## src/rtl/core/bpdsc_pkg.sv

```systemverilog
// ----------------------------------------------------------------------------
// bpdsc_pkg
// Shared types and constants for the dual-sensor brake pedal check.
// ----------------------------------------------------------------------------
package bpdsc_pkg;

    // Default values of the top-level parameters.
    localparam int WINDOW_DEF      = 10;
    localparam int SAMPLE_BITS_DEF = 10;

    // Register field widths.
    localparam int REG_W    = 10;   // limit and delta registers
    localparam int TRIM_W   = 8;    // margin and trim registers
    localparam int ADDR_W   = 3;    // register index
    localparam int CFG_DW   = 10;   // configuration write data

    // Result beat layout, from the lowest bit up.
    localparam int PCT_W    = 7;    // position_percent
    localparam int MEAN_W   = 10;   // primary_mean
    localparam int FAULT_W  = 5;    // fault_mask
    localparam int OUT_W    = 24;   // fields padded to whole bytes

    // Percent scaling constants.
    localparam int PCT_SCALE = 100;
    localparam int PCT_MAX   = 76;
    localparam int QMOD_W    = 8;   // quotient is kept modulo 256

    // Register indexes.
    localparam logic [ADDR_W-1:0] REG_PRIMARY_LOW    = 3'd0;
    localparam logic [ADDR_W-1:0] REG_PRIMARY_HIGH   = 3'd1;
    localparam logic [ADDR_W-1:0] REG_SECONDARY_LOW  = 3'd2;
    localparam logic [ADDR_W-1:0] REG_SECONDARY_HIGH = 3'd3;
    localparam logic [ADDR_W-1:0] REG_RANGE_MARGIN   = 3'd4;
    localparam logic [ADDR_W-1:0] REG_SCALE_TRIM     = 3'd5;
    localparam logic [ADDR_W-1:0] REG_DELTA_MIN      = 3'd6;
    localparam logic [ADDR_W-1:0] REG_DELTA_MAX      = 3'd7;

    // Reset values.
    localparam logic [REG_W-1:0]  RST_PRIMARY_LOW    = 10'd426;
    localparam logic [REG_W-1:0]  RST_PRIMARY_HIGH   = 10'd665;
    localparam logic [REG_W-1:0]  RST_SECONDARY_LOW  = 10'd455;
    localparam logic [REG_W-1:0]  RST_SECONDARY_HIGH = 10'd686;
    localparam logic [TRIM_W-1:0] RST_RANGE_MARGIN   = 8'd40;
    localparam logic [TRIM_W-1:0] RST_SCALE_TRIM     = 8'd3;
    localparam logic [REG_W-1:0]  RST_DELTA_MIN      = 10'd0;
    localparam logic [REG_W-1:0]  RST_DELTA_MAX      = 10'd30;

    typedef struct packed {
        logic [REG_W-1:0]  primary_low;
        logic [REG_W-1:0]  primary_high;
        logic [REG_W-1:0]  secondary_low;
        logic [REG_W-1:0]  secondary_high;
        logic [TRIM_W-1:0] range_margin;
        logic [TRIM_W-1:0] scale_trim;
        logic [REG_W-1:0]  delta_min;
        logic [REG_W-1:0]  delta_max;
    } cfg_t;

endpackage

```

## src/rtl/core/bpdsc_ram.sv

```systemverilog
// ----------------------------------------------------------------------------
// bpdsc_ram
// Generic single-write, single-read RAM with a registered read port.
// ----------------------------------------------------------------------------
module bpdsc_ram #(
    parameter int WIDTH = 20,
    parameter int DEPTH = 10
) (
    input  logic                                       clk,
    input  logic                                       we,
    input  logic [((DEPTH > 1) ? $clog2(DEPTH) : 1)-1:0] waddr,
    input  logic [WIDTH-1:0]                           wdata,
    input  logic                                       re,
    input  logic [((DEPTH > 1) ? $clog2(DEPTH) : 1)-1:0] raddr,
    output logic [WIDTH-1:0]                           rdata
);

    logic [WIDTH-1:0] mem [DEPTH];

    always_ff @(posedge clk) begin
        if (we) begin
            mem[waddr] <= wdata;
        end
        if (re) begin
            rdata <= mem[raddr];
        end
    end

endmodule

```

## src/rtl/core/bpdsc_cfg.sv

```systemverilog
// ----------------------------------------------------------------------------
// bpdsc_cfg
// Configuration register file with a plain write port.
// ----------------------------------------------------------------------------
module bpdsc_cfg (
    input  logic                           aclk,
    input  logic                           aresetn,
    input  logic                           wr_en,
    input  logic [bpdsc_pkg::ADDR_W-1:0]   addr,
    input  logic [bpdsc_pkg::CFG_DW-1:0]   wdata,
    output bpdsc_pkg::cfg_t                cfg
);

    bpdsc_pkg::cfg_t cfg_reg;
    bpdsc_pkg::cfg_t cfg_next;

    always_comb begin
        cfg_next = cfg_reg;
        if (wr_en) begin
            unique case (addr)
                bpdsc_pkg::REG_PRIMARY_LOW:    cfg_next.primary_low    = wdata;
                bpdsc_pkg::REG_PRIMARY_HIGH:   cfg_next.primary_high   = wdata;
                bpdsc_pkg::REG_SECONDARY_LOW:  cfg_next.secondary_low  = wdata;
                bpdsc_pkg::REG_SECONDARY_HIGH: cfg_next.secondary_high = wdata;
                bpdsc_pkg::REG_RANGE_MARGIN:
                    cfg_next.range_margin = wdata[bpdsc_pkg::TRIM_W-1:0];
                bpdsc_pkg::REG_SCALE_TRIM:
                    cfg_next.scale_trim = wdata[bpdsc_pkg::TRIM_W-1:0];
                bpdsc_pkg::REG_DELTA_MIN:      cfg_next.delta_min      = wdata;
                bpdsc_pkg::REG_DELTA_MAX:      cfg_next.delta_max      = wdata;
            endcase
        end
    end

    always_ff @(posedge aclk) begin
        if (!aresetn) begin
            cfg_reg.primary_low    <= bpdsc_pkg::RST_PRIMARY_LOW;
            cfg_reg.primary_high   <= bpdsc_pkg::RST_PRIMARY_HIGH;
            cfg_reg.secondary_low  <= bpdsc_pkg::RST_SECONDARY_LOW;
            cfg_reg.secondary_high <= bpdsc_pkg::RST_SECONDARY_HIGH;
            cfg_reg.range_margin   <= bpdsc_pkg::RST_RANGE_MARGIN;
            cfg_reg.scale_trim     <= bpdsc_pkg::RST_SCALE_TRIM;
            cfg_reg.delta_min      <= bpdsc_pkg::RST_DELTA_MIN;
            cfg_reg.delta_max      <= bpdsc_pkg::RST_DELTA_MAX;
        end else begin
            cfg_reg <= cfg_next;
        end
    end

    assign cfg = cfg_reg;

endmodule

```

## src/rtl/core/bpdsc_div.sv

```systemverilog
// ----------------------------------------------------------------------------
// bpdsc_div
// Iterative unsigned restoring divider, one quotient bit per cycle.
// ----------------------------------------------------------------------------
module bpdsc_div #(
    parameter int NUM_W = 18,
    parameter int DEN_W = 11
) (
    input  logic             aclk,
    input  logic             aresetn,
    input  logic             start,
    input  logic [NUM_W-1:0] num,
    input  logic [DEN_W-1:0] den,
    output logic             busy,
    output logic [NUM_W-1:0] quot
);

    localparam int CNT_W = $clog2(NUM_W + 1);

    logic [CNT_W-1:0] count_reg, count_next;
    logic [DEN_W-1:0] rem_reg, rem_next;
    logic [NUM_W-1:0] quo_reg, quo_next;
    logic [DEN_W-1:0] den_reg, den_next;

    logic [DEN_W:0]   rem_sh;
    logic [DEN_W:0]   rem_sub;
    logic             fits;

    assign busy   = (count_reg != '0);
    assign rem_sh  = {rem_reg, quo_reg[NUM_W-1]};
    assign rem_sub = rem_sh - {1'b0, den_reg};
    assign fits    = (rem_sh >= {1'b0, den_reg});

    always_comb begin
        count_next = count_reg;
        rem_next   = rem_reg;
        quo_next   = quo_reg;
        den_next   = den_reg;
        if (start) begin
            count_next = CNT_W'(NUM_W);
            rem_next   = '0;
            quo_next   = num;
            den_next   = den;
        end else if (busy) begin
            count_next = count_reg - CNT_W'(1);
            // The partial remainder stays below the divisor, so it fits DEN_W bits.
            rem_next   = fits ? rem_sub[DEN_W-1:0] : rem_sh[DEN_W-1:0];
            quo_next   = {quo_reg[NUM_W-2:0], fits};
        end
    end

    always_ff @(posedge aclk) begin
        if (!aresetn) begin
            count_reg <= '0;
        end else begin
            count_reg <= count_next;
        end
    end

    always_ff @(posedge aclk) begin
        rem_reg <= rem_next;
        quo_reg <= quo_next;
        den_reg <= den_next;
    end

    assign quot = quo_reg;

endmodule

```

## src/rtl/core/brake_pedal_dual_sensor_check_top.sv

```systemverilog
// ----------------------------------------------------------------------------
// brake_pedal_dual_sensor_check_top
// Dual-sensor brake pedal plausibility check: moving averages, range and
// disagreement faults, and a scaled pedal position.
// ----------------------------------------------------------------------------
//
//  Channel   Direction  Beat contents (lowest bit first)
//  s_axis    in         primary_sample, secondary_sample (SAMPLE_BITS each)
//  m_axis    out        position_percent[6:0], primary_mean[9:0], fault_mask[4:0]
//  cfg       in         register index and write data, one write per cycle
//
//  Each sample pair passes from acceptance through ST_READ (window RAM
//  read), ST_MUL1, ST_MUL2 and ST_MUL3 (shared multiplier, both averages and
//  the times-100 step), ST_DIVLOAD (divider load), ST_DIVIDE and ST_FINISH
//  (result packing) before its result is offered, and the next pair is
//  accepted only once the block is back in ST_IDLE. The iterative percent
//  divider in ST_DIVIDE produces one quotient bit per cycle.
//  Reset needs no clearing pass: a flag marks the first full turn of the
//  window ring, and until then the slot being replaced reads as zero.
//  The result sits in an output register, so the next pair is accepted while
//  a finished result waits on m_axis_tready; a new result waits in the last
//  state only while the previous one has not been taken.
//
module brake_pedal_dual_sensor_check_top #(
    parameter int WINDOW      = bpdsc_pkg::WINDOW_DEF,
    parameter int SAMPLE_BITS = bpdsc_pkg::SAMPLE_BITS_DEF
) (
    input  logic                                   aclk,
    input  logic                                   aresetn,
    // Sample input: primary_sample, then secondary_sample, zero padded.
    input  logic                                   s_axis_tvalid,
    output logic                                   s_axis_tready,
    input  logic [((2*SAMPLE_BITS+7)/8)*8-1:0]     s_axis_tdata,
    // Result output: position_percent, primary_mean, fault_mask, zero padded.
    output logic                                   m_axis_tvalid,
    input  logic                                   m_axis_tready,
    output logic [bpdsc_pkg::OUT_W-1:0]            m_axis_tdata,
    // Configuration write port.
    input  logic                                   cfg_wr_en,
    input  logic [bpdsc_pkg::ADDR_W-1:0]           cfg_addr,
    input  logic [bpdsc_pkg::CFG_DW-1:0]           cfg_wdata
);

    localparam int SB      = SAMPLE_BITS;
    localparam int L2W     = $clog2(WINDOW);
    localparam int TOT_W   = SB + L2W;
    localparam int SLOT_W  = (WINDOW > 1) ? $clog2(WINDOW) : 1;
    // Floor division by WINDOW is a multiply by a rounded-up reciprocal,
    // exact for every total of TOT_W bits.
    localparam int SH      = TOT_W + L2W;
    localparam int REC_W   = TOT_W + 1;
    localparam logic [63:0] REC_VAL =
        ((64'd1 << SH) + 64'(WINDOW) - 64'd1) / 64'(WINDOW);
    localparam int WIDE_W  = (SB > bpdsc_pkg::REG_W) ? SB : bpdsc_pkg::REG_W;
    localparam int CMP_W   = WIDE_W + 2;
    localparam int DIFF_W  = WIDE_W + 1;
    localparam int NUM_W   = DIFF_W + bpdsc_pkg::PCT_W;
    localparam int DEN_W   = bpdsc_pkg::REG_W + 1;
    localparam int MA_W    = (TOT_W > DIFF_W) ? TOT_W : DIFF_W;
    localparam int MB_W    = (REC_W > bpdsc_pkg::PCT_W) ? REC_W : bpdsc_pkg::PCT_W;
    localparam int PROD_W  = MA_W + MB_W;

    typedef enum logic [7:0] {
        ST_IDLE    = 8'b0000_0001,
        ST_READ    = 8'b0000_0010,
        ST_MUL1    = 8'b0000_0100,
        ST_MUL2    = 8'b0000_1000,
        ST_MUL3    = 8'b0001_0000,
        ST_DIVLOAD = 8'b0010_0000,
        ST_DIVIDE  = 8'b0100_0000,
        ST_FINISH  = 8'b1000_0000
    } state_t;

    state_t                       state_reg, state_next;
    logic [SLOT_W-1:0]            slot_reg, slot_next;
    logic                         wrapped_reg, wrapped_next;
    logic [TOT_W-1:0]             tot1_reg, tot1_next;
    logic [TOT_W-1:0]             tot2_reg, tot2_next;
    logic                         out_valid_reg, out_valid_next;

    logic [SB-1:0]                s1_reg, s1_next;
    logic [SB-1:0]                s2_reg, s2_next;
    logic [PROD_W-1:0]            prod_reg, prod_next;
    logic [SB-1:0]                avg1_reg, avg1_next;
    logic [SB-1:0]                avg2_reg, avg2_next;
    logic                         neg_reg, neg_next;
    logic [bpdsc_pkg::OUT_W-1:0]  out_data_reg, out_data_next;

    bpdsc_pkg::cfg_t              cfg;

    logic                         in_beat;
    logic [2*SB-1:0]              ram_rdata;
    logic [SB-1:0]                old1, old2;
    logic                         ram_we;

    logic [MA_W-1:0]              mul_a;
    logic [MB_W-1:0]              mul_b;

    logic [CMP_W-1:0]             sum_trim, low1_x, mag_full, span_full, span_diff;
    logic                         diff_neg, span_pos;
    logic [DIFF_W-1:0]            diff_mag;

    logic                         div_start, div_busy;
    logic [NUM_W-1:0]             div_quot;

    logic [bpdsc_pkg::QMOD_W-1:0] q_low, q_mod;
    logic [bpdsc_pkg::PCT_W-1:0]  percent;
    logic [CMP_W-1:0]             avg1_x, avg2_x, margin_x;
    logic                         lo1, hi1, lo2, hi2, disagree;
    logic [SB-1:0]                delta;
    logic [bpdsc_pkg::FAULT_W-1:0] fault;

    assign in_beat       = s_axis_tvalid && s_axis_tready;
    assign s_axis_tready = (state_reg == ST_IDLE);
    assign m_axis_tvalid = out_valid_reg;
    assign m_axis_tdata  = out_data_reg;

    bpdsc_cfg u_cfg (
        .aclk    (aclk),
        .aresetn (aresetn),
        .wr_en   (cfg_wr_en),
        .addr    (cfg_addr),
        .wdata   (cfg_wdata),
        .cfg     (cfg)
    );

    // Both sample rings share one RAM, primary sample in the low half.
    assign ram_we = (state_reg == ST_READ);

    bpdsc_ram #(
        .WIDTH (2*SB),
        .DEPTH (WINDOW)
    ) u_ram (
        .clk   (aclk),
        .we    (ram_we),
        .waddr (slot_reg),
        .wdata ({s2_reg, s1_reg}),
        .re    (in_beat),
        .raddr (slot_reg),
        .rdata (ram_rdata)
    );

    // Until the ring has turned once, the slot being replaced was never
    // written and holds a zero sample.
    assign old1 = wrapped_reg ? ram_rdata[SB-1:0]    : '0;
    assign old2 = wrapped_reg ? ram_rdata[2*SB-1:SB] : '0;

    // Offset and span for percent scaling. The offset avg1 - (low - trim) is
    // kept as a sign and a magnitude so that the divider works unsigned.
    assign low1_x    = CMP_W'(cfg.primary_low);
    assign sum_trim  = CMP_W'(avg1_reg) + CMP_W'(cfg.scale_trim);
    assign diff_neg  = (sum_trim < low1_x);
    assign mag_full  = diff_neg ? (low1_x - sum_trim) : (sum_trim - low1_x);
    assign diff_mag  = mag_full[DIFF_W-1:0];
    assign span_full = CMP_W'(cfg.primary_high) + (CMP_W'(cfg.scale_trim) << 1);
    assign span_pos  = (span_full > low1_x);
    assign span_diff = span_full - low1_x;

    // One multiplier serves both averages and the times-100 step.
    always_comb begin
        mul_a = '0;
        mul_b = '0;
        unique case (state_reg)
            ST_MUL1: begin
                mul_a = MA_W'(tot1_reg);
                mul_b = MB_W'(REC_VAL[REC_W-1:0]);
            end
            ST_MUL2: begin
                mul_a = MA_W'(tot2_reg);
                mul_b = MB_W'(REC_VAL[REC_W-1:0]);
            end
            ST_MUL3: begin
                mul_a = MA_W'(diff_mag);
                mul_b = MB_W'(bpdsc_pkg::PCT_SCALE);
            end
            default: begin
                mul_a = '0;
                mul_b = '0;
            end
        endcase
    end

    assign div_start = (state_reg == ST_DIVLOAD);

    bpdsc_div #(
        .NUM_W (NUM_W),
        .DEN_W (DEN_W)
    ) u_div (
        .aclk    (aclk),
        .aresetn (aresetn),
        .start   (div_start),
        .num     (prod_reg[NUM_W-1:0]),
        .den     (span_diff[DEN_W-1:0]),
        .busy    (div_busy),
        .quot    (div_quot)
    );

    // The signed quotient is taken modulo 256, then anything above the
    // cutoff, or any result of a non-positive span, reads as zero.
    assign q_low   = div_quot[bpdsc_pkg::QMOD_W-1:0];
    assign q_mod   = neg_reg ? (~q_low + bpdsc_pkg::QMOD_W'(1)) : q_low;
    assign percent = (span_pos && (q_mod <= bpdsc_pkg::QMOD_W'(bpdsc_pkg::PCT_MAX)))
                     ? q_mod[bpdsc_pkg::PCT_W-1:0] : '0;

    // Range checks: the high check only counts when the low flag is clear.
    assign avg1_x   = CMP_W'(avg1_reg);
    assign avg2_x   = CMP_W'(avg2_reg);
    assign margin_x = CMP_W'(cfg.range_margin);
    assign lo1 = ((avg1_x + margin_x) < CMP_W'(cfg.primary_low));
    assign hi1 = !lo1 && (avg1_x > (CMP_W'(cfg.primary_high) + margin_x));
    assign lo2 = ((avg2_x + margin_x) < CMP_W'(cfg.secondary_low));
    assign hi2 = !lo2 && (avg2_x > (CMP_W'(cfg.secondary_high) + margin_x));
    assign delta = (avg1_reg >= avg2_reg) ? (avg1_reg - avg2_reg) : (avg2_reg - avg1_reg);
    assign disagree = (CMP_W'(delta) < CMP_W'(cfg.delta_min)) ||
                      (CMP_W'(delta) > CMP_W'(cfg.delta_max));
    assign fault = {disagree, hi2, lo2, hi1, lo1};

    always_comb begin
        state_next     = state_reg;
        slot_next      = slot_reg;
        wrapped_next   = wrapped_reg;
        tot1_next      = tot1_reg;
        tot2_next      = tot2_reg;
        out_valid_next = out_valid_reg;
        s1_next        = s1_reg;
        s2_next        = s2_reg;
        prod_next      = prod_reg;
        avg1_next      = avg1_reg;
        avg2_next      = avg2_reg;
        neg_next       = neg_reg;
        out_data_next  = out_data_reg;

        // A waiting result leaves once the downstream side takes the beat.
        if (out_valid_reg && m_axis_tready) begin
            out_valid_next = 1'b0;
        end

        unique case (state_reg)
            ST_IDLE: begin
                if (s_axis_tvalid) begin
                    s1_next    = s_axis_tdata[SB-1:0];
                    s2_next    = s_axis_tdata[2*SB-1:SB];
                    state_next = ST_READ;
                end
            end
            ST_READ: begin
                // Running totals swap the oldest sample for the new one.
                tot1_next = tot1_reg - TOT_W'(old1) + TOT_W'(s1_reg);
                tot2_next = tot2_reg - TOT_W'(old2) + TOT_W'(s2_reg);
                if (slot_reg == SLOT_W'(WINDOW - 1)) begin
                    slot_next    = '0;
                    wrapped_next = 1'b1;
                end else begin
                    slot_next = slot_reg + SLOT_W'(1);
                end
                state_next = ST_MUL1;
            end
            ST_MUL1: begin
                prod_next  = PROD_W'(mul_a) * PROD_W'(mul_b);
                state_next = ST_MUL2;
            end
            ST_MUL2: begin
                avg1_next  = prod_reg[SH +: SB];
                prod_next  = PROD_W'(mul_a) * PROD_W'(mul_b);
                state_next = ST_MUL3;
            end
            ST_MUL3: begin
                avg2_next  = prod_reg[SH +: SB];
                neg_next   = diff_neg;
                prod_next  = PROD_W'(mul_a) * PROD_W'(mul_b);
                state_next = ST_DIVLOAD;
            end
            ST_DIVLOAD: begin
                state_next = ST_DIVIDE;
            end
            ST_DIVIDE: begin
                if (!div_busy) begin
                    state_next = ST_FINISH;
                end
            end
            ST_FINISH: begin
                if (!out_valid_reg || m_axis_tready) begin
                    out_valid_next = 1'b1;
                    out_data_next  = bpdsc_pkg::OUT_W'({fault,
                                                        bpdsc_pkg::MEAN_W'(avg1_reg),
                                                        percent});
                    state_next     = ST_IDLE;
                end
            end
            default: begin
                state_next = ST_IDLE;
            end
        endcase
    end

    always_ff @(posedge aclk) begin
        if (!aresetn) begin
            state_reg     <= ST_IDLE;
            slot_reg      <= '0;
            wrapped_reg   <= 1'b0;
            tot1_reg      <= '0;
            tot2_reg      <= '0;
            out_valid_reg <= 1'b0;
        end else begin
            state_reg     <= state_next;
            slot_reg      <= slot_next;
            wrapped_reg   <= wrapped_next;
            tot1_reg      <= tot1_next;
            tot2_reg      <= tot2_next;
            out_valid_reg <= out_valid_next;
        end
    end

    always_ff @(posedge aclk) begin
        s1_reg       <= s1_next;
        s2_reg       <= s2_next;
        prod_reg     <= prod_next;
        avg1_reg     <= avg1_next;
        avg2_reg     <= avg2_next;
        neg_reg      <= neg_next;
        out_data_reg <= out_data_next;
    end

endmodule

```

## config.mk

```make
export PLATFORM = sky130hd
export DESIGN_NAME = brake_pedal_dual_sensor_check_top
export DESIGN_NICKNAME = d
export VERILOG_FILES = /design/src/rtl/core/bpdsc_pkg.sv /design/src/rtl/core/bpdsc_ram.sv /design/src/rtl/core/bpdsc_cfg.sv /design/src/rtl/core/bpdsc_div.sv /design/src/rtl/core/brake_pedal_dual_sensor_check_top.sv
export SDC_FILE = /design/constraint.sdc
export NUM_CORES = 1
export LEC_CHECK = 0
export ABC_AREA = 1
export BUFFER_PORTS_ARGS = -buffer_cell sky130_fd_sc_hd__buf_2
export CORE_AREA = 4 4 269 271
export CTS_CLUSTER_SIZE = 16
export DETAILED_ROUTE_END_ITERATION = 16
export DIE_AREA = 0 0 273 275
export REMOVE_ABC_BUFFERS = 1
export SETUP_SLACK_MARGIN = 0.4
export SYNTH_ARGS = -nofsm -noshare
export SYNTH_HDL_FRONTEND = slang
export SYNTH_HIERARCHICAL = 1
export SYNTH_SLANG_ARGS = --single-unit
```

## constraint.sdc

```tcl
create_clock -name aclk -period 8.5 [get_ports aclk]
set_input_delay 0.425 -clock aclk [delete_from_list [all_inputs] [get_ports aclk]]
set_output_delay 0.425 -clock aclk [all_outputs]
set_load 0.02 [all_outputs]
```

== Word level (Yosys, flattened, before mapping) ==
Memories as Yosys holds them, arrays and structs flattened. A register that Yosys moved wholly into a read port is not among the register bits.
Index checks and enable logic that the tools add are counted.

* Input port bits: 42
* Output and inout port bits: 26
* Memories kept: 1
* Bits in writable memories: 200
* Word-level logic and storage cells: 130
* Bits in registers: 254

{| class="wikitable"
|+ Memory list
! memory !! depth !! bits a word !! read ports !! clocked after Yosys merged registers in !! wr ports !! RTL line !! text
|-
| u_ram.mem || 10 || 20 || 1 || 1 || 1 || bpdsc_ram.sv:18 || <nowiki>logic [WIDTH-1:0] mem [DEPTH];</nowiki>
|}

* Bitwise logic cells: 2
* Multipliers: 1
* Eq/ne operators: 19
* Add/sub/neg operators: 19
* Reductions and logical operators: 28
* Muxes and demuxes: 22
* $lt $le $gt $ge: 11

{| class="wikitable"
|+ Operators by type and width
! cell !! count
|-
| case mux 8 bit (8 select lines) || 1
|-
| adder 10 x 8 -> 11 bit || 5
|-
| case mux 14 bit (3 select lines) || 1
|-
| 2-to-1 mux 18 bit || 2
|-
| less-than comparator 11 x 10 -> 1 bit || 3
|-
| 2-to-1 mux 8 bit || 4
|-
| 2-to-1 mux 10 bit || 3
|-
| case mux 15 bit (2 select lines) || 1
|-
| adder 14 x 10 -> 14 bit || 2
|-
| multiplier 14 x 15 -> 28 bit || 1
|-
| subtractor 14 x 10 -> 14 bit || 2
|-
| > comparator 10 x 11 -> 1 bit || 2
|-
| 2-to-1 mux 11 bit || 2
|-
| AND reduction 2 bit || 11
|-
| subtractor 11 x 10 -> 11 bit || 2
|-
| subtractor 10 bit || 2
|-
| equality test 3 bit, second input constant || 4
|-
| >= comparator 12 x 11 -> 1 bit || 1
|-
| adder 10 x 9 -> 11 bit || 1
|-
| > comparator 11 x 10 -> 1 bit || 1
|-
| subtractor 10 x 11 -> 11 bit || 1
|-
| subtractor 11 bit || 1
|-
| >= comparator 10 bit || 1
|-
| > comparator 10 bit || 1
|-
| 31 further kinds || 47
|}

== Logic depth before layout (Yosys ltp) ==
Gate-level depths: netlist (run 1).

* Word-level depth: 5
* Depth in mapped cells: 43
* Gate-level depth less buffers: 43

== Hierarchy ==
Netlist (run 1), hierarchy kept.

{| class="wikitable"
|+ Modules (own cells, without submodules)
! module !! seq. area each (µm²) !! times used !! area each (µm²) !! cells each
|-
| brake_pedal_dual_sensor_check_top || 3573.4 || 1 || 17951.0 || 2339
|-
| bpdsc_ram || 6606.3 || 1 || 9083.7 || 803
|-
| bpdsc_cfg || 1521.5 || 1 || 2887.8 || 407
|-
| bpdsc_div || 1191.1 || 1 || 2650.0 || 333
|}

== Worst setup path before layout (run 1) ==
No wires, ideal clock.

* Kind: flip-flop to flip-flop
* Start: reg avg1_reg[1]
* End: reg prod_reg[23], data pin
* Library setup time: 0.260 ns
* Period minus slack after synthesis: 7.303 ns
* Cell stages (with the launch flop): 40
* Path buffers: 0
* Path slack: 1.197 ns
* Arrival time: 7.043 ns
* Required time: 8.240 ns
* Cell sequence: edfxtp_1 inv_1 fa_1 inv_1 nand3_1 nand2_1 nand2_1 nand2_1 nand2_1 and2_1 ha_1 nand2_2 inv_1 a21oi_1 nand3_2 nand2_4 nand3_4 inv_4 (+4 left out) inv_1 fa_1 inv_1 fa_1 inv_1 fa_1 inv_1 fa_1 inv_1 fa_1 inv_1 ha_1 a21o_1 a21oi_1 o21ai_0 nand2_1 nand3_1 xor2_1

* Cells in the longest elaborated chain, start to end: 5
* Elaborated cells between the ends (all ways): 7
* Those cells by class: 3 x add/sub; 1 x mul; 1 x order compare; 2 x mux

{| class="wikitable"
|+ Ends and longest elaborated chain
! item !! RTL line !! text
|-
| start, declared || brake_pedal_dual_sensor_check_top.sv:84 || <nowiki>logic [SB-1:0] avg1_reg, avg1_next;</nowiki>
|-
| start signal, assigned || brake_pedal_dual_sensor_check_top.sv:318 || <nowiki>avg1_reg <= avg1_next;</nowiki>
|-
| adder 10 x 8 -> 11 bit || brake_pedal_dual_sensor_check_top.sv:151 || <nowiki>assign sum_trim = CMP_W'(avg1_reg) + CMP_W'(cfg.scale_trim);</nowiki>
|-
| less-than comparator 11 x 10 -> 1 bit || brake_pedal_dual_sensor_check_top.sv:152 || <nowiki>assign diff_neg = (sum_trim < low1_x);</nowiki>
|-
| via diff_neg || brake_pedal_dual_sensor_check_top.sv:100 || <nowiki>logic diff_neg, span_pos;</nowiki>
|-
| 2-to-1 mux 11 bit || brake_pedal_dual_sensor_check_top.sv:153 || <nowiki>assign mag_full = diff_neg ? (low1_x - sum_trim) : (sum_trim - low1_x);</nowiki>
|-
| case mux 14 bit (3 select lines) || brake_pedal_dual_sensor_check_top.sv:163 || <nowiki>unique case (state_reg)</nowiki>
|-
| multiplier 14 x 15 -> 28 bit || brake_pedal_dual_sensor_check_top.sv:259, brake_pedal_dual_sensor_check_top.sv:264, brake_pedal_dual_sensor_check_top.sv:270 ||
|-
| end signal, assigned || brake_pedal_dual_sensor_check_top.sv:317 || <nowiki>prod_reg <= prod_next;</nowiki>
|-
| end, declared || brake_pedal_dual_sensor_check_top.sv:83 || <nowiki>logic [PROD_W-1:0] prod_reg, prod_next;</nowiki>
|}

The timed path passes the listed nets, and every way through them passes these cells.
A chain may end at the register's enable or synchronous reset.

== Worst setup path after layout (run 1) ==
* Start: reg avg1_reg[0]
* End: reg prod_reg[26], data pin

Same word-level chain as after synthesis.

==> out/qor.csv, run 1 <==
metric,value,unit
routed len/inst,16.8,µm
die area,75100,µm²
pin count of the biggest net entering global routing,76,
Layout area overhead,10.4,%
final hold violations,0,
Remaining DRCs,0,
Rows,97,
worst skew pair latency,620,ps
"Max stage delay cell, worst path",fa_1,
Worst R2R Setup Slack,910,ps
Num CTS Buffers,52,
Detailed Place HPWL,60.6,mm
Synth area leaders,"edfxtp_1 (31%), ha_1 (12%), nand2_1 (10%), dfxtp_1 (8.2%), inv_1 (8.2%)",
gp weighted congestion,0.905,
core area,69800,µm²
Cells after Synth,3882,
CP endpoint kind,register,
initial antenna violation count,1,
worst reg2reg path depth,40,
"Distinct cells, synth",64,
total wire length,82.9,mm
CTS max path bufs,3,
H-tree Lvls,2,
"Avg Cell Area, Syn",8.39,µm²
gr ovfl total,0,
Die H,275,µm
Port Buf Inserts,61,
number of flops mapped to enable cells by yosys,340,
normalized max-slew margin,31.2,%
Max Clk Rate,132,MHz
Least-Margin Pin Slew,1030,ps
cell area after synthesis,32600,µm²
PwrDens,189,nW/µm²
Final Util,51.5,%
"Seq/Total Area, Yosys",39.6,%
count of warnings emitted by yosys,6,
top-area cell type share of the netlist area,31.3,%
FF+latch area,12900,µm²
Hold Crit Depth,1,
max FFs per register,200,
Pleak,17.5,nW
Root Driver,clkbuf_16,
Combinational Power Share,22.5,%
share of cells above drive strength 1,7.49,%
multi-input gate area in the final layout,16500,µm²
placed cells,4827,
Min Hold Slack,48.0,ps
period utilisation layout,89.3,%
first-pass GRT wire length,131,mm
WHS Endpoint,s1_reg[3],
final setup TNS,0,ps
skew final,44.2,ps
vias in the first global route,24000,
Hold Crit Start,s_axis_tdata[3],
Critical Path Source Type,register,
"Top FF cell, synth",edfxtp_1,
worst path required time,8840,ps
crit path kind,register to register,
Initial Utilization,46.7,%
#FFs+latches synth,474,
reg2reg end,prod_reg[26],
Antenna Nets Post-Route,0,
routed vias/inst,5.08,
"area leader, netlist",edfxtp_1,
Tmin final,7590,ps
Peak VDD IR,170,µV
die span in x,273,µm
Non-Filler Instances,4950,
Pins Over Slew Limit,0,
internal power,4.71,mW
sequential power share,41.5,%
reg2reg start,avg1_reg[0],
Max Cap Violations,0,
"Largest stage delay, worst path",530,ps
via count,25100,
clock group share of total power,36.0,%
I/O Pins,68,
Fill cells,6582,
CTS tree,built,
drt pass-1 iters,6,
Crit path top cell by count,inv_1,
Setup-failing EPs final,0,
Tot GR Track Use,22.0,%
final net count,4424,
clock-pin slew on the worst setup and hold paths,60,ps
Worst EP arrival,7920,ps
share of flip-flops with an asynchronous set or reset,0,%
run status,finished clean,
Iteration-0 DRC Markers,1999,
Clock Sinks,474,
NetSw,2.10,mW
hold crit path type,primary input to register,
switching part of the total power,30.8,%
CP max FO,7,
RSZ-0062 raised after global routing,false,
## layout make-up
type / instances / share of cell area, %
timing repair buffer: 116 / 2.13
sequential: 474 / 35.9
antenna: 2 / 0.0139
clock buffer: 75 / 4.29
tap: 940 / 3.27
inverter: 722 / 7.55
multi-input combinational: 2598 / 45.9
clock inverter: 23 / 0.971
## power by group through the flow
stage | clock [mW] | combinational (mW) | sequential (mW)
floorplan | 0 | 1.14 | 2.83
global placement | 0 | 1.50 | 2.87
detailed placement | 0 | 1.51 | 2.87
CTS | 2.50 | 1.52 | 2.82
global route | 2.61 | 1.75 | 2.84
finish | 2.45 | 1.53 | 2.82
## Yosys cell counts (8+ instances only)
library cell,n
fa_1,99
o22ai_1,10
nor2_1,299
nor3_1,21
edfxtp_1,340
nand2_2,23
buf_2,35
nand4_1,52
buf_4,15
o21ai_0,96
inv_2,10
a21oi_1,186
o21bai_1,13
or2_2,8
clkbuf_1,12
nor2_2,12
buf_6,15
xor2_1,75
nand3_1,332
xnor2_1,45
ha_1,319
dfxtp_1,134
inv_1,710
o21a_1,11
o21ai_1,8
buf_1,8
a21o_1,9
nand2_1,897
## layout by cell type, fill, tap and decap left out, types with 9 or more instances in the layout
cell type	count
dfxtp_1	131
edfxtp_1	340
o21a_1	11
clkbuf_1	12
nor2_1	284
o21ai_1	9
a21oi_1	185
nand3_2	9
inv_1	710
fa_1	99
nand2_1	895
nand4_1	52
xor2_1	75
o21bai_1	13
a21o_1	9
o21ai_0	95
nand2_2	25
dlygate4sd3_1	18
buf_2	60
nor2_2	24
ha_1	315
o22ai_1	10
clkbuf_16	56
inv_2	10
nand3_1	331
nor3_1	20
xnor2_1	45
buf_4	38
## how the worst max path moves through the flow
stage	cells after the start	startpoint	end	slack (ps)
global route	40	avg1_reg[0]	prod_reg[25]	370
finish	40	avg1_reg[0]	prod_reg[26]	910
CTS	40	u_cfg/cfg[20]	prod_reg[23]	540
detailed placement	40	avg1_reg[0]	prod_reg[23]	570
global placement	40	avg1_reg[0]	prod_reg[23]	610
floorplan	39	avg1_reg[1]	prod_reg[23]	1180
## logic make-up after synthesis
group	synth area share (%)
AOI/OAI and AO/OA	6.46
xor gates and xnor gates	3.23
adders and majority gates	18.3
buffers and inverters	10.1
DFF	39.6
other	0.0115
and+or+nand+nor	22.2
## metrics by stage
step | worst slack (ps) | instance area (µm²) | power [mW]
floorplan | 1180 | 32000 | 3.97
global placement | 612 | 33800 | 4.37
detailed placement | 566 | 33800 | 4.38
CTS | 543 | 35800 | 6.85
global route | 370 | 35900 | 7.20
finish | 911 | 35900 | 6.80
## worst max-delay path: cells and delay by family (launching register included)
kind	cells	cell delay [ps]
AO/OA/AOI/OAI	4	560
XOR/XNOR	1	210
adder cells (fa/ha/maj)	10	4020
flip-flops	1	410
AND/OR/NAND/NOR	15	1480
buffers and inverters	10	630
## repair_timing
action                                  CTS  global route
buffers inserted                          0             4
hold buffers                             18             0
endpoints found under the setup margin    0            15
resized for setup                         0            16
endpoints found under the hold margin    18             0
## per-layer routing
metal  global-route usage [%]  share of wire [%]  up-vias
li1                         -                  -    12700
met1                     32.5                 49    11800
met2                     34.3                 43      529
met3                     2.74                5.2      137
met4                     5.92                2.6        0
met5                        0                  0        -
(Power assumes the default switching activity.)
==> inputs of run 2 (changes only) <==
CORE_AREA = 2 2 239 300   (was 4 4 269 271)
DIE_AREA = 0 0 241 302   (was 0 0 273 275)
clock period = 9.1 ns   (was 8.5 ns; I/O delays follow)
==> run 2 against run 1 <==
Via count is 0.92% lower; setup slack improved by 7.4 ps; clock skew fell by 7.1 ps; sequential power shrank 7%; non-clock buffer count fell by 9; largest power group unchanged; cell area is 1.0% lower; count of clock-buffer cells in the layout is 11 lower; sequential share of layout area rose by 0.37 points.
==> out/qor.csv, run 2 (synthesis gave the netlist of run 1 again) <==
metric,value,unit,change
run status,finished clean,,
die area,72800,µm²,-3.1%
Tmin final,8180,ps,+593 ps
final setup TNS,0,ps,unchanged
internal power,4.17,mW,-11%
final hold violations,0,,unchanged
skew final,37.1,ps,-7.06 ps
share of cells above drive strength 1,6.86,%,-0.62 points
CTS max path bufs,3,,unchanged
total wire length,82.2,mm,-0.93%
Layout area overhead,9.21,%,
Crit path top cell by count,inv_1,,
Num CTS Buffers,52,,unchanged
worst skew pair latency,620,ps,about the same
period utilisation layout,89.9,%,+0.63 points
CP endpoint kind,register,,
switching part of the total power,31.6,%,+0.82 points
"commonest non-fill, non-tap cell in the layout",nand2_1,,
Critical Path Source Type,register,,
Combinational Power Share,22.8,%,+0.3 points
via count,24900,,-0.92%
H-tree Lvls,2,,unchanged
Tot GR Track Use,22.9,%,+0.85 points
"Largest stage delay, worst path",530,ps,about the same
Detailed Place HPWL,60.7,mm,+0.17%
NetSw,1.93,mW,-8.0%
Initial Utilization,46.5,%,-0.21 points
Max Cap Violations,0,,unchanged
gp weighted congestion,0.926,,+2.3%
Pins Over Slew Limit,0,,unchanged
"Max stage delay cell, worst path",fa_1,,
Port Buf Inserts,61,,unchanged
Remaining DRCs,0,,unchanged
Min Hold Slack,44.8,ps,-3.28 ps
routed vias/inst,5.04,,-0.66%
final net count,4414,,-0.23%
Antenna Nets Post-Route,0,,unchanged
Rows,109,,+12%
CTS tree,built,,
Die H,302,µm,+9.8%
core area,70100,µm²,+0.45%
crit path kind,register to register,,
I/O Pins,68,,unchanged
Clock Sinks,474,,unchanged
worst path required time,9460,ps,+620 ps
setup bufs post-CTS,0,,unchanged
first-pass GRT wire length,130,mm,-1.1%
Root Driver,clkbuf_16,,
normalized max-slew margin,25.3,%,-5.9 points
diodes inserted,0,,-2
pin count of the biggest net entering global routing,99,,+30%
Least-Margin Pin Slew,1120,ps,+89.9 ps
clock group share of total power,34.0,%,-2.0 points
Iteration-0 DRC Markers,1371,,-31%
vias in the first global route,24400,,+1.5%
CP max FO,10,,+3
Setup-failing EPs final,0,,unchanged
die span in x,241,µm,-12%
RSZ-0062 raised after global routing,false,,
Peak VDD IR,145,µV,-14%
Fill cells,6812,,+3.5%
PwrDens,171,nW/µm²,-9.4%
gr ovfl total,0,,unchanged
clock-pin slew on the worst setup and hold paths,60,ps,about the same
routed len/inst,16.6,µm,-0.67%
Max Clk Rate,122,MHz,-7.2%
max FFs per register,200,,unchanged
Pleak,17.3,nW,-0.98%
Worst EP arrival,8540,ps,+620 ps
drt pass-1 iters,5,,-1
most frequent cells in the layout,"nand2_1 (897), inv_1 (710), edfxtp_1 (340)",,
sequential power share,43.2,%,+1.7 points
initial antenna violation count,0,,-1
hold crit path type,primary input to register,,
==> run 2: worst paths after layout <==
kind	from	endpoint	slack, ps	depth (start not counted)
setup / recovery	avg1_reg[0]	prod_reg[23]	920	40
setup reg to reg	avg1_reg[0]	prod_reg[23]	920	40
hold reg to reg	prod_reg[26]	avg1_reg[8]	440	0
hold / removal	s_axis_tdata[2]	s1_reg[2]	40	1
==> run 2: repair_timing <==
action                                  CTS  global route
endpoints found under the setup margin    0             1
hold buffers                             17             0
resized for setup                         0             1
hold endpoints to repair                 17             0
==> run 2: critical path, delay by kind of cell, from the launching register on <==
family / cells / cell delay, ps
fa+ha+maj: 10 / 4180
simple gates: 15 / 1710
compound gates: 4 / 780
buf+inv: 10 / 620
flops: 1 / 500
xor+xnor: 1 / 160
==> run 2: per-layer routing <==
layer  vias up  GRT usage (%)  part of all wire, %  wire [µm]
li1      12700              -                    -          -
met1     11600           26.5                   41      33400
met2       478           43.1                   52      42700
met3       166           2.52                  3.6       2990
met4         0           8.23                  3.7       3080
met5         -              0                    0          0
==> run 2: area by class of cell <==
class / instances / area, µm² / area share (%)
Tap cell: 943 / 1180 / 3.32
Clock buffer: 64 / 1370 / 3.84
Timing Repair Buffer: 107 / 696 / 1.96
Sequential cell: 474 / 12900 / 36.3
Clock inverter: 30 / 289 / 0.812
Multi-Input combinational cell: 2597 / 16400 / 46.2
Inverter: 722 / 2720 / 7.63
==> run 2: power groups by stage <==
| stage | Sequential [mW] | Combinational [mW] | Clock (mW) |
|---|---|---|---|
| 6_report | 2.63 | 1.39 | 2.07 |
| 5_1_grt | 2.65 | 1.60 | 2.21 |
| 2_1_floorplan | 2.64 | 1.06 | 0 |
| 4_1_cts | 2.64 | 1.40 | 2.13 |
| 3_5_place_dp | 2.68 | 1.38 | 0 |
| 3_3_place_gp | 2.68 | 1.37 | 0 |
==> run 2: through the flow <==
step | cell area (µm²) | setup WS [ps] | util (%) | total power, mW | instances
2_1_floorplan | 32000 | 1780 | - | 3.71 | 3793
3_3_place_gp | 33700 | 987 | 48.1 | 4.05 | 4826
3_5_place_dp | 33700 | 963 | 48.1 | 4.06 | 4826
4_1_cts | 35600 | 935 | 50.7 | 6.16 | 4937
5_1_grt | 35600 | 422 | 50.7 | 6.46 | 4937
6_report | 35600 | 918 | 50.7 | 6.10 | 4937
